<file path="src/rtl/core/lwh_pkg.sv">
// Package with the constants, types and threshold function of the histogram.
`default_nettype none

package lwh_pkg;

  localparam int NUM_BINS      = 64;
  localparam int COUNT_WIDTH   = 40;
  localparam int FRACTION_BITS = 16;
  localparam int TIME_W        = 64;
  localparam int LEAD_W        = 6;
  localparam int BIN_OUT_W     = 6;
  localparam int CFG_W         = 7;
  localparam int ADDR_W        = $clog2(NUM_BINS);
  localparam int BIN_CALC_W    = LEAD_W + 1;

  localparam logic [CFG_W-1:0]       CFG_RESET  = CFG_W'(64);
  localparam logic [TIME_W-1:0]      SQRT2_MANT = 64'hB504_F333_F9DE_6485;
  localparam logic [COUNT_WIDTH-1:0] COUNT_MAX  = '1;

  localparam logic CMD_RECORD = 1'b0;
  localparam logic CMD_READ   = 1'b1;

  typedef struct packed {
    logic                 valid;
    logic                 cmd;
    logic                 inh;
    logic [BIN_OUT_W-1:0] rb;
  } item_t;

  typedef struct packed {
    logic                 valid;
    logic                 cmd;
    logic                 count;
    logic                 inrange;
    logic                 inh;
    logic [BIN_OUT_W-1:0] bin;
  } req_t;

  typedef struct packed {
    logic                   valid;
    logic                   counted;
    logic [BIN_OUT_W-1:0]   bin;
    logic [COUNT_WIDTH-1:0] normal;
    logic [COUNT_WIDTH-1:0] inherent;
  } res_t;

  // Smallest time with its leading one at position p that rounds up a bin.
  function automatic logic [TIME_W-1:0] sqrt2_thr(input int p);
    logic [TIME_W-1:0] quo;
    logic [TIME_W-1:0] rem;
    logic [TIME_W-1:0] mask;
    mask = (TIME_W'(1) << (TIME_W - 1 - p)) - TIME_W'(1);
    quo  = SQRT2_MANT >> (TIME_W - 1 - p);
    rem  = SQRT2_MANT & mask;
    return quo + ((rem != '0) ? TIME_W'(1) : TIME_W'(0));
  endfunction

endpackage

`default_nettype wire

</file>
<file path="src/rtl/core/lwh_bin_calc.sv">
// Bin selection stage: leading-one search, rounding compare and range check.
`default_nettype none

module lwh_bin_calc (
  input  wire logic                            clk,
  input  wire logic                            rst,
  input  wire lwh_pkg::item_t                  item,
  input  wire logic [lwh_pkg::TIME_W-1:0]      wait_time,
  input  wire logic [lwh_pkg::CFG_W-1:0]       bins_in_use,
  output lwh_pkg::req_t                        req
);

  logic [lwh_pkg::TIME_W-1:0] thr [lwh_pkg::TIME_W];

  for (genvar i = 0; i < lwh_pkg::TIME_W; i++) begin : g_thr
    assign thr[i] = lwh_pkg::sqrt2_thr(i);
  end

  logic [lwh_pkg::LEAD_W-1:0] lead_next;

  always_comb begin
    lead_next = '0;
    for (int i = 0; i < lwh_pkg::TIME_W; i++) begin
      if (wait_time[i]) begin
        lead_next = lwh_pkg::LEAD_W'(i);
      end
    end
  end

  lwh_pkg::item_t             s1;
  logic [lwh_pkg::TIME_W-1:0] s1_time;
  logic [lwh_pkg::LEAD_W-1:0] s1_lead;
  logic                       s1_below;

  always_ff @(posedge clk) begin
    if (rst) begin
      s1.valid <= 1'b0;
    end else begin
      s1.valid <= item.valid;
    end
    s1.cmd   <= item.cmd;
    s1.inh   <= item.inh;
    s1.rb    <= item.rb;
    s1_time  <= wait_time;
    s1_lead  <= lead_next;
    s1_below <= (wait_time >> lwh_pkg::FRACTION_BITS) == '0;
  end

  logic                             up;
  logic [lwh_pkg::BIN_CALC_W-1:0]   bin_full;
  logic [lwh_pkg::CFG_W-1:0]        eff;
  logic                             drop;

  always_comb begin
    up = s1_time >= thr[s1_lead];
    if (s1_below) begin
      bin_full = '0;
    end else begin
      bin_full = {1'b0, s1_lead} - lwh_pkg::BIN_CALC_W'(lwh_pkg::FRACTION_BITS)
                 + lwh_pkg::BIN_CALC_W'(up);
    end
    if (bins_in_use == '0) begin
      eff = lwh_pkg::CFG_W'(1);
    end else if (bins_in_use > lwh_pkg::CFG_W'(lwh_pkg::NUM_BINS)) begin
      eff = lwh_pkg::CFG_W'(lwh_pkg::NUM_BINS);
    end else begin
      eff = bins_in_use;
    end
    drop = lwh_pkg::CFG_W'(bin_full) >= eff;

    req.valid = s1.valid;
    req.cmd   = s1.cmd;
    req.inh   = s1.inh;
    if (s1.cmd == lwh_pkg::CMD_READ) begin
      req.count   = 1'b0;
      req.bin     = s1.rb;
      req.inrange = lwh_pkg::CFG_W'(s1.rb) < lwh_pkg::CFG_W'(lwh_pkg::NUM_BINS);
    end else begin
      req.count   = !drop;
      req.bin     = drop ? '0 : bin_full[lwh_pkg::BIN_OUT_W-1:0];
      req.inrange = 1'b1;
    end
  end

endmodule

`default_nettype wire

</file>
<file path="config.mk">
export PLATFORM = sky130hd
export DESIGN_NAME = lwh_bin_calc
export DESIGN_NICKNAME = d
export VERILOG_FILES = /design/src/rtl/core/lwh_pkg.sv /design/src/rtl/core/lwh_bin_calc.sv
export SDC_FILE = /design/constraint.sdc
export NUM_CORES = 1
export LEC_CHECK = 0
export BUFFER_PORTS_ARGS = -buffer_cell sky130_fd_sc_hd__buf_2
export CORE_MARGIN = 4
export CORE_UTILIZATION = 31
export CTS_CLUSTER_DIAMETER = 150
export DETAILED_ROUTE_END_ITERATION = 12
export PLACE_DENSITY = 0.53
export SYNTH_ARGS = -nofsm -noshare
export SYNTH_HDL_FRONTEND = slang
export SYNTH_SLANG_ARGS = --single-unit
</file>
<file path="constraint.sdc">
create_clock -name clk -period 8.5 [get_ports clk]
set_input_delay 0.425 -clock clk [delete_from_list [all_inputs] [get_ports clk]]
set_output_delay 0.425 -clock clk [all_outputs]
set_load 0.02 [all_outputs]
</file>
==> Flow_metrics.wiki, run 1 <==
{| class="wikitable"
! Metric !! Value
|-
| Run status || finished clean
|-
| Unrepaired setup endpoints after global routing || false
|-
| Most numerous cell on the critical path || sky130_fd_sc_hd__ha_1
|-
| Number of detailed-route iterations in the first pass || 5
|-
| DP Wirelength || 17.4 mm
|-
| Antenna violations before repair || 0
|-
| Post-Syn Nets || 1027
|-
| Starting utilization of the core area || 31.6%
|-
| Die Height || 152 microns
|-
| Warnings from Yosys || 0
|-
| Synth area leader || sky130_fd_sc_hd__dfxtp_1
|-
| Area Growth Syn to Fin || 14.7%
|-
| Max-cap check violation count || 0
|-
| Hold Vio Cnt, Final || 0
|-
| Width of the die || 152 microns
|-
| WP buf/inv || 2
|-
| Clock buffers created by TritonCTS || 9
|-
| Area of the mapped netlist || 6390 sq um
|-
| Clock root buffer || sky130_fd_sc_hd__clkbuf_16
|-
| Die ar. || 23000 sq um
|-
| Global route overflow || 0
|-
| Footprint of the multi-input gates || 4470 sq um
|-
| Delay-heaviest family, CP || compound AO/OA/AOI/OAI gates
|-
| IO Count || 93
|-
| Core Area || 20200 sq um
|-
| Count of vias placed by the detailed router || 6582
|-
| Largest stage delay, worst path || 0.67 ns
|-
| Worst-path maximum fanout || 15
|-
| Max-slew violation count || 0
|-
| H-tree Lvls || 3
|-
| Final critical delay including setup and external delays || 7.02 ns
|-
| Smallest setup slack after layout || 1.48 ns
|-
| Clock-pin slew reported for the worst setup and hold paths after clock tree synthesis || 0.06 ns
|-
| Pwr per Cell Area || 149 nW/um^2
|-
| Total leakage power || 3.30 nW
|-
| Peak supply drop || 0.0911 mV
|-
| Critical Path RT || 8.08 ns
|-
| Top flip-flop cell by instance count after synthesis || sky130_fd_sc_hd__dfxtp_1
|-
| Leading post-synthesis cells by cell area || sky130_fd_sc_hd__dfxtp_1, sky130_fd_sc_hd__ha_1, sky130_fd_sc_hd__o21ai_0, sky130_fd_sc_hd__nand2_1, sky130_fd_sc_hd__a21oi_1
|-
| Peak clock frequency supported by timing || 142 MHz
|-
| Nature of the critical path startpoint || register
|-
| Post-synthesis cell type count || 63
|-
| Area share of the largest cell type after synthesis || 25.1%
|-
| Worst EP arrival || 6.60 ns
|-
| Total number of clock tree sinks || 80
|-
| Async set-reset flop share out of synthesis || 0%
|-
| Maximum number of pins on one net before global-route repair || 69
|-
| Antenna diodes || 0
|-
| Count of standard-cell rows || 52
|-
| Share of final-layout standard cells stronger than drive strength 1 || 14.3%
|-
| Post-DP Area || 7030 sq um
|-
| I/O Buffers || 91
|-
| All-layer global routing usage || 19.0%
|-
| Number of setup violations in the final report || 0
|-
| CTS max path bufs || 2
|-
| Share of the clock period used by the worst path || 82.6%
|-
| Per-cell via count in the routed design || 5.50
|-
| Post-synth EDFFs || 0
|-
| Pre-CTS worst setup slack || 1.99 ns
|-
| Number of hold buffers added after cts || 0
|-
| Worst setup path category || register to output port
|-
| Resized cells post-CTS || 0
|-
| Accumulated negative setup slack || 0 ns
|-
| Routed wire length || 22.1 mm
|-
| Number of storage elements in the synthesis netlist || 80
|-
| Area of all placed cells without fillers || 7320 sq um
|-
| Part of the Yosys area used for sequential elements || 25.1%
|-
| Gate count of the mapped netlist || 861
|-
| Sequential cell area || 1610 sq um
|-
| Standard cell with the maximum stage delay on the critical path || sky130_fd_sc_hd__dfxtp_1
|-
| GPL Wtd Cong || 0.961
|-
| Number of nets with antenna violations after detailed routing || 0
|-
| Synth Area per Inst || 7.42 sq um
|-
| Clock tree from TritonCTS || done
|-
| Layout fillers || 2164
|-
| Transition time of the tightest slew-check pin || 1.00 ns
|-
| Global-route wire length before repair || 33.7 mm
|-
| Number of buffers inserted to repair setup after CTS || 0
|-
| Final layout net count || 1087
|-
| Via count of the first global-routing pass || 6112
|-
| Slew Limit Headroom || 32.9%
|-
| Detail-routed net length per standard cell || 18.5 microns
|-
| DRC || 0
|-
| Hold Crit Class || input pin to register
|-
| 1st-iter DRT viols || 685
|-
| Worst slack on hold paths || 0.172 ns
|-
| Sort of element at the end of the critical path || output port
|}
[path summary, 6_finish.rpt]
path,start,depth (start not counted),endpoint,slack [ns]
min,item[6],1,req[6]$_DFF_P_,0.17
max,s1_lead[0]$_SDFF_PP1_,25,req[2],1.48
[report_power, final]
group | leakage (nW) | internal [W] | switching, W
Clock | 0.139 | 0.000229 | 0.000158
Sequential | 0.672 | 0.000395 | 0.0000106
Combinational | 2.49 | 0.000114 | 0.000184
Total | 3.30 | 0.000738 | 0.000352
[through the flow]
stage          instances  util (%)  total power [W]
2_1_floorplan        861         -         0.000600
3_3_place_gp        1180      34.7         0.000708
3_5_place_dp        1180      34.7         0.000707
4_1_cts             1196      36.2          0.00110
5_1_grt             1196      36.2          0.00115
6_report            1196      36.2          0.00109
[cell usage after synthesis (3+ instances only)]
cell type	count
sky130_fd_sc_hd__nor4_1	16
sky130_fd_sc_hd__buf_2	9
sky130_fd_sc_hd__nand3_1	19
sky130_fd_sc_hd__dfxtp_1	80
sky130_fd_sc_hd__mux2i_1	12
sky130_fd_sc_hd__nor2_1	73
sky130_fd_sc_hd__a22oi_1	11
sky130_fd_sc_hd__o21ai_0	97
sky130_fd_sc_hd__or4_1	6
sky130_fd_sc_hd__o21a_1	5
sky130_fd_sc_hd__ha_1	84
sky130_fd_sc_hd__nor3_1	20
sky130_fd_sc_hd__a31oi_1	15
sky130_fd_sc_hd__o211a_1	3
sky130_fd_sc_hd__buf_1	10
sky130_fd_sc_hd__clkbuf_1	26
sky130_fd_sc_hd__a221oi_1	4
sky130_fd_sc_hd__nor2b_1	12
sky130_fd_sc_hd__a21oi_1	68
sky130_fd_sc_hd__xnor2_1	4
sky130_fd_sc_hd__a2111oi_0	5
sky130_fd_sc_hd__o22ai_1	7
sky130_fd_sc_hd__nand2_1	127
sky130_fd_sc_hd__a211oi_1	11
sky130_fd_sc_hd__nand2b_1	19
sky130_fd_sc_hd__o211ai_1	21
sky130_fd_sc_hd__inv_1	26
sky130_fd_sc_hd__or2_2	3
sky130_fd_sc_hd__o31ai_1	9
sky130_fd_sc_hd__nand4_1	11
sky130_fd_sc_hd__buf_4	4
[layout by cell type (no fill, tap or decap), types with 16 or more instances in the layout]
cell type,instances
sky130_fd_sc_hd__ha_1,84
sky130_fd_sc_hd__o21ai_0,97
sky130_fd_sc_hd__a21oi_1,68
sky130_fd_sc_hd__o211ai_1,21
sky130_fd_sc_hd__buf_2,91
sky130_fd_sc_hd__nor3_1,20
sky130_fd_sc_hd__nor4_1,16
sky130_fd_sc_hd__nor2_1,73
sky130_fd_sc_hd__inv_1,26
sky130_fd_sc_hd__nand3_1,19
sky130_fd_sc_hd__dfxtp_1,77
sky130_fd_sc_hd__nand2_1,127
sky130_fd_sc_hd__nand2b_1,19
[layout make-up]
cell class / instances / share of cell area (%)
clock buffers: 10 / 3.13
clock inverters: 6 / 0.923
inverters: 28 / 1.44
multi-input cells: 704 / 61.0
flip-flops and latches: 80 / 21.9
well taps: 270 / 4.61
repair buffers: 98 / 6.94
[flip-flops by register name, summed over array words and instances (netlist names)]
register / cells
s1_lead: 6
s1_time: 64
req: 3
s1: 6
s1_below: 1
[metal layers]
metal  global-route usage (%)  vias up  part of all wire [%]
met5                        0        -                     0
met4                     8.72        0                   4.2
met3                     2.97       51                   6.8
met2                     29.6      287                    45
met1                     25.9     2958                    44
li1                         -     3286                     -
[cell families after synthesis]
kind of cell    Yosys count  synth area share (%)
mux                      16                  2.94
flops                    80                  25.1
simple gates            323                  23.9
fa+ha+maj                84                  16.5
xor+xnor                  4                 0.548
buf+inv                  77                  4.94
compound gates          276                  26.1
other cells               1                0.0587
Power figures use the tool's default switching activity.
==> run 2: changes to the inputs <==
--- a/config.mk
+++ b/config.mk
@@ -10,7 +10,7 @@
 export CORE_UTILIZATION = 31
 export CTS_CLUSTER_DIAMETER = 150
 export DETAILED_ROUTE_END_ITERATION = 12
-export PLACE_DENSITY = 0.53
+export PLACE_DENSITY = 0.54
 export SYNTH_ARGS = -nofsm -noshare
 export SYNTH_HDL_FRONTEND = slang
 export SYNTH_SLANG_ARGS = --single-unit
==> constraint.sdc (replaced) <==
create_clock -name clk -period 6.3 [get_ports clk]
set_input_delay 0.315 -clock clk [delete_from_list [all_inputs] [get_ports clk]]
set_output_delay 0.315 -clock clk [all_outputs]
set_load 0.02 [all_outputs]
==> Flow_metrics.wiki, run 2 (same netlist as run 1, synthesis figures left out) <==
{| class="wikitable"
! Metric !! Value
|-
| Run status || finished clean
|-
| Max-slew violation count || 0
|-
| Number of detailed-route iterations in the first pass || 6
|-
| Peak clock frequency supported by timing || 167 MHz
|-
| Clock Power Share || 35.0%
|-
| Die Height || 152 microns
|-
| Die ar. || 23000 sq um
|-
| Register bank with the most flops || s1_time
|-
| Critical Path RT || 5.98 ns
|-
| Commonest cells after routing, fill and taps aside || sky130_fd_sc_hd__nand2_1, sky130_fd_sc_hd__o21ai_0, sky130_fd_sc_hd__buf_2
|-
| Worst-path maximum fanout || 17
|-
| CTS max path bufs || 2
|-
| Count of vias placed by the detailed router || 6763
|-
| Number of setup violations in the final report || 0
|-
| Share of final-layout standard cells stronger than drive strength 1 || 20.1%
|-
| Start point of the critical path || s1_lead[3]$_SDFF_PP1_
|-
| Global route overflow || 0
|-
| Total number of clock tree sinks || 80
|-
| Antenna diodes || 0
|-
| H-tree Lvls || 3
|-
| Most numerous cell on the critical path || sky130_fd_sc_hd__nand2_1
|-
| Standard cell with the maximum stage delay on the critical path || sky130_fd_sc_hd__dfxtp_2
|-
| Hold Crit Class || input pin to register
|-
| Worst setup path category || register to output port
|-
| Peak supply drop || 0.128 mV
|-
| Comb pwr share || 29.2%
|-
| Starting utilization of the core area || 31.6%
|-
| Part of the power in registers || 35.8%
|-
| Routed wire length || 23.0 mm
|-
| Max-cap check violation count || 0
|-
| Switching part of the total power || 31.8%
|-
| Total leakage power || 3.48 nW
|-
| Clock-pin slew reported for the worst setup and hold paths after clock tree synthesis || 0.06 ns
|-
| All-layer global routing usage || 19.8%
|-
| Accumulated negative setup slack || 0 ns
|-
| Largest stage delay, worst path || 0.43 ns
|-
| Share of the clock period used by the worst path || 95.3%
|-
| Clock tree from TritonCTS || done
|-
| Pint || 0.00104 W
|-
| Width of the die || 152 microns
|-
| DP Wirelength || 18.2 mm
|-
| Maximum number of pins on one net before global-route repair || 71
|-
| Antenna violations before repair || 0
|-
| IO Count || 93
|-
| Max reg flops || 64
|-
| Clock buffers created by TritonCTS || 9
|-
| Hold Vio Cnt, Final || 0
|-
| GPL Wtd Cong || 0.989
|-
| Switching Power || 0.000483 W
|-
| Worst EP arrival || 5.69 ns
|-
| Number of hold buffers added after cts || 0
|-
| Detail-routed net length per standard cell || 18.8 microns
|-
| Smallest setup slack after layout || 0.294 ns
|-
| Per-cell via count in the routed design || 5.53
|-
| Nature of the critical path startpoint || register
|-
| Slew Limit Headroom || 56.1%
|-
| Pre-CTS worst setup slack || 0.213 ns
|-
| 1st-iter DRT viols || 741
|-
| I/O Buffers || 91
|-
| Core Area || 20200 sq um
|-
| Global-route wire length before repair || 35.1 mm
|-
| Transition time of the tightest slew-check pin || 0.642 ns
|-
| Most frequent standard cell in the layout excluding fill and tap cells || sky130_fd_sc_hd__nand2_1
|-
| Final layout net count || 1115
|-
| Core utilization of the finished layout || 38.4%
|-
| Count of standard-cell rows || 52
|-
| Area Growth Syn to Fin || 21.5%
|-
| Sort of element at the end of the critical path || output port
|-
| Number of nets with antenna violations after detailed routing || 0
|-
| Largest registers || s1_time (64), s1 (6), s1_lead (6)
|-
| DRC || 0
|-
| Pwr per Cell Area || 196 nW/um^2
|-
| Clock root buffer || sky130_fd_sc_hd__clkbuf_16
|-
| Via count of the first global-routing pass || 6353
|-
| Hold path start || item[6]
|-
| Final critical delay including setup and external delays || 6.01 ns
|}
[run 2: changes by cell type in the layout (fill, tap and decap cells not counted), moves of 3 or more]
cell                      delta
sky130_fd_sc_hd__buf_4      +22
sky130_fd_sc_hd__ha_1        -5
sky130_fd_sc_hd__o21ai_0     -5
sky130_fd_sc_hd__buf_12      +4
sky130_fd_sc_hd__ha_2        +3
sky130_fd_sc_hd__inv_1       -3
sky130_fd_sc_hd__o21ai_1     +3
sky130_fd_sc_hd__o22ai_1     -3
sky130_fd_sc_hd__o22ai_2     +3
[run 2: what timing repair did]
action                     in CTS  in global routing
gates cloned                    0                  1
resized for setup               5                 37
setup endpoints to repair       7                  7
pin swaps                       0                  2
buffers inserted                0                  4
[run 2: area by class of cell]
cell class	instances	area, sq um
sequential	80	1610
inverter	28	109
fill	2137	12500
multi-input combinational	704	4620
clock buffer	11	253
timing repair buffer	126	783
clock inverter	4	52.6
tap	270	338
[run 2: metal layers]
| layer | vias to the layer above | GRT usage, % | share of wire [%] |
|---|---|---|---|
| met3 | 67 | 2.83 | 5.8 |
| met5 | - | 0 | 0 |
| li1 | 3332 | - | - |
| met4 | 0 | 9.48 | 4.5 |
| met1 | 3068 | 26.9 | 45 |
| met2 | 296 | 30.7 | 45 |
[run 2: worst max-delay path: cells and delay by family (launching register included)]
family,cells,cell delay (ns)
AO/OA/AOI/OAI,10,1.84
XOR/XNOR,1,0.21
adder cells (fa/ha/maj),3,0.85
buffers and inverters,3,0.69
flip-flops,1,0.43
AND/OR/NAND/NOR,8,1.32
[run 2: path summary, 6_finish.rpt]
| check | slack, ns | cells past startpoint | to |
|---|---|---|---|
| worst max-delay path | 0.29 | 25 | req[5] |
| worst min-delay path | 0.06 | 1 | req[6]$_DFF_P_ |
[run 2: power by group through the flow]
stage               sequential, W  combinational (W)  clock, W
floorplan                0.000551           0.000259         0
finish                   0.000544           0.000444  0.000532
global placement         0.000555           0.000418         0
detailed placement       0.000555           0.000415         0
CTS                      0.000544           0.000422  0.000546
global route             0.000546           0.000497  0.000564
[run 2: per-stage QoR]
stage / power (W) / hold slack (ns) / instance area [sq um] / instances
after global routing: 0.00161 / 0.0545 / 7760 / 1223
after CTS: 0.00151 / 0.0458 / 7580 / 1218
after global placement: 0.000973 / 0.418 / 7250 / 1203
after detailed placement: 0.000970 / 0.419 / 7250 / 1203
after floorplan: 0.000810 / 0.343 / 6390 / 861
final: 0.00152 / 0.0636 / 7760 / 1223
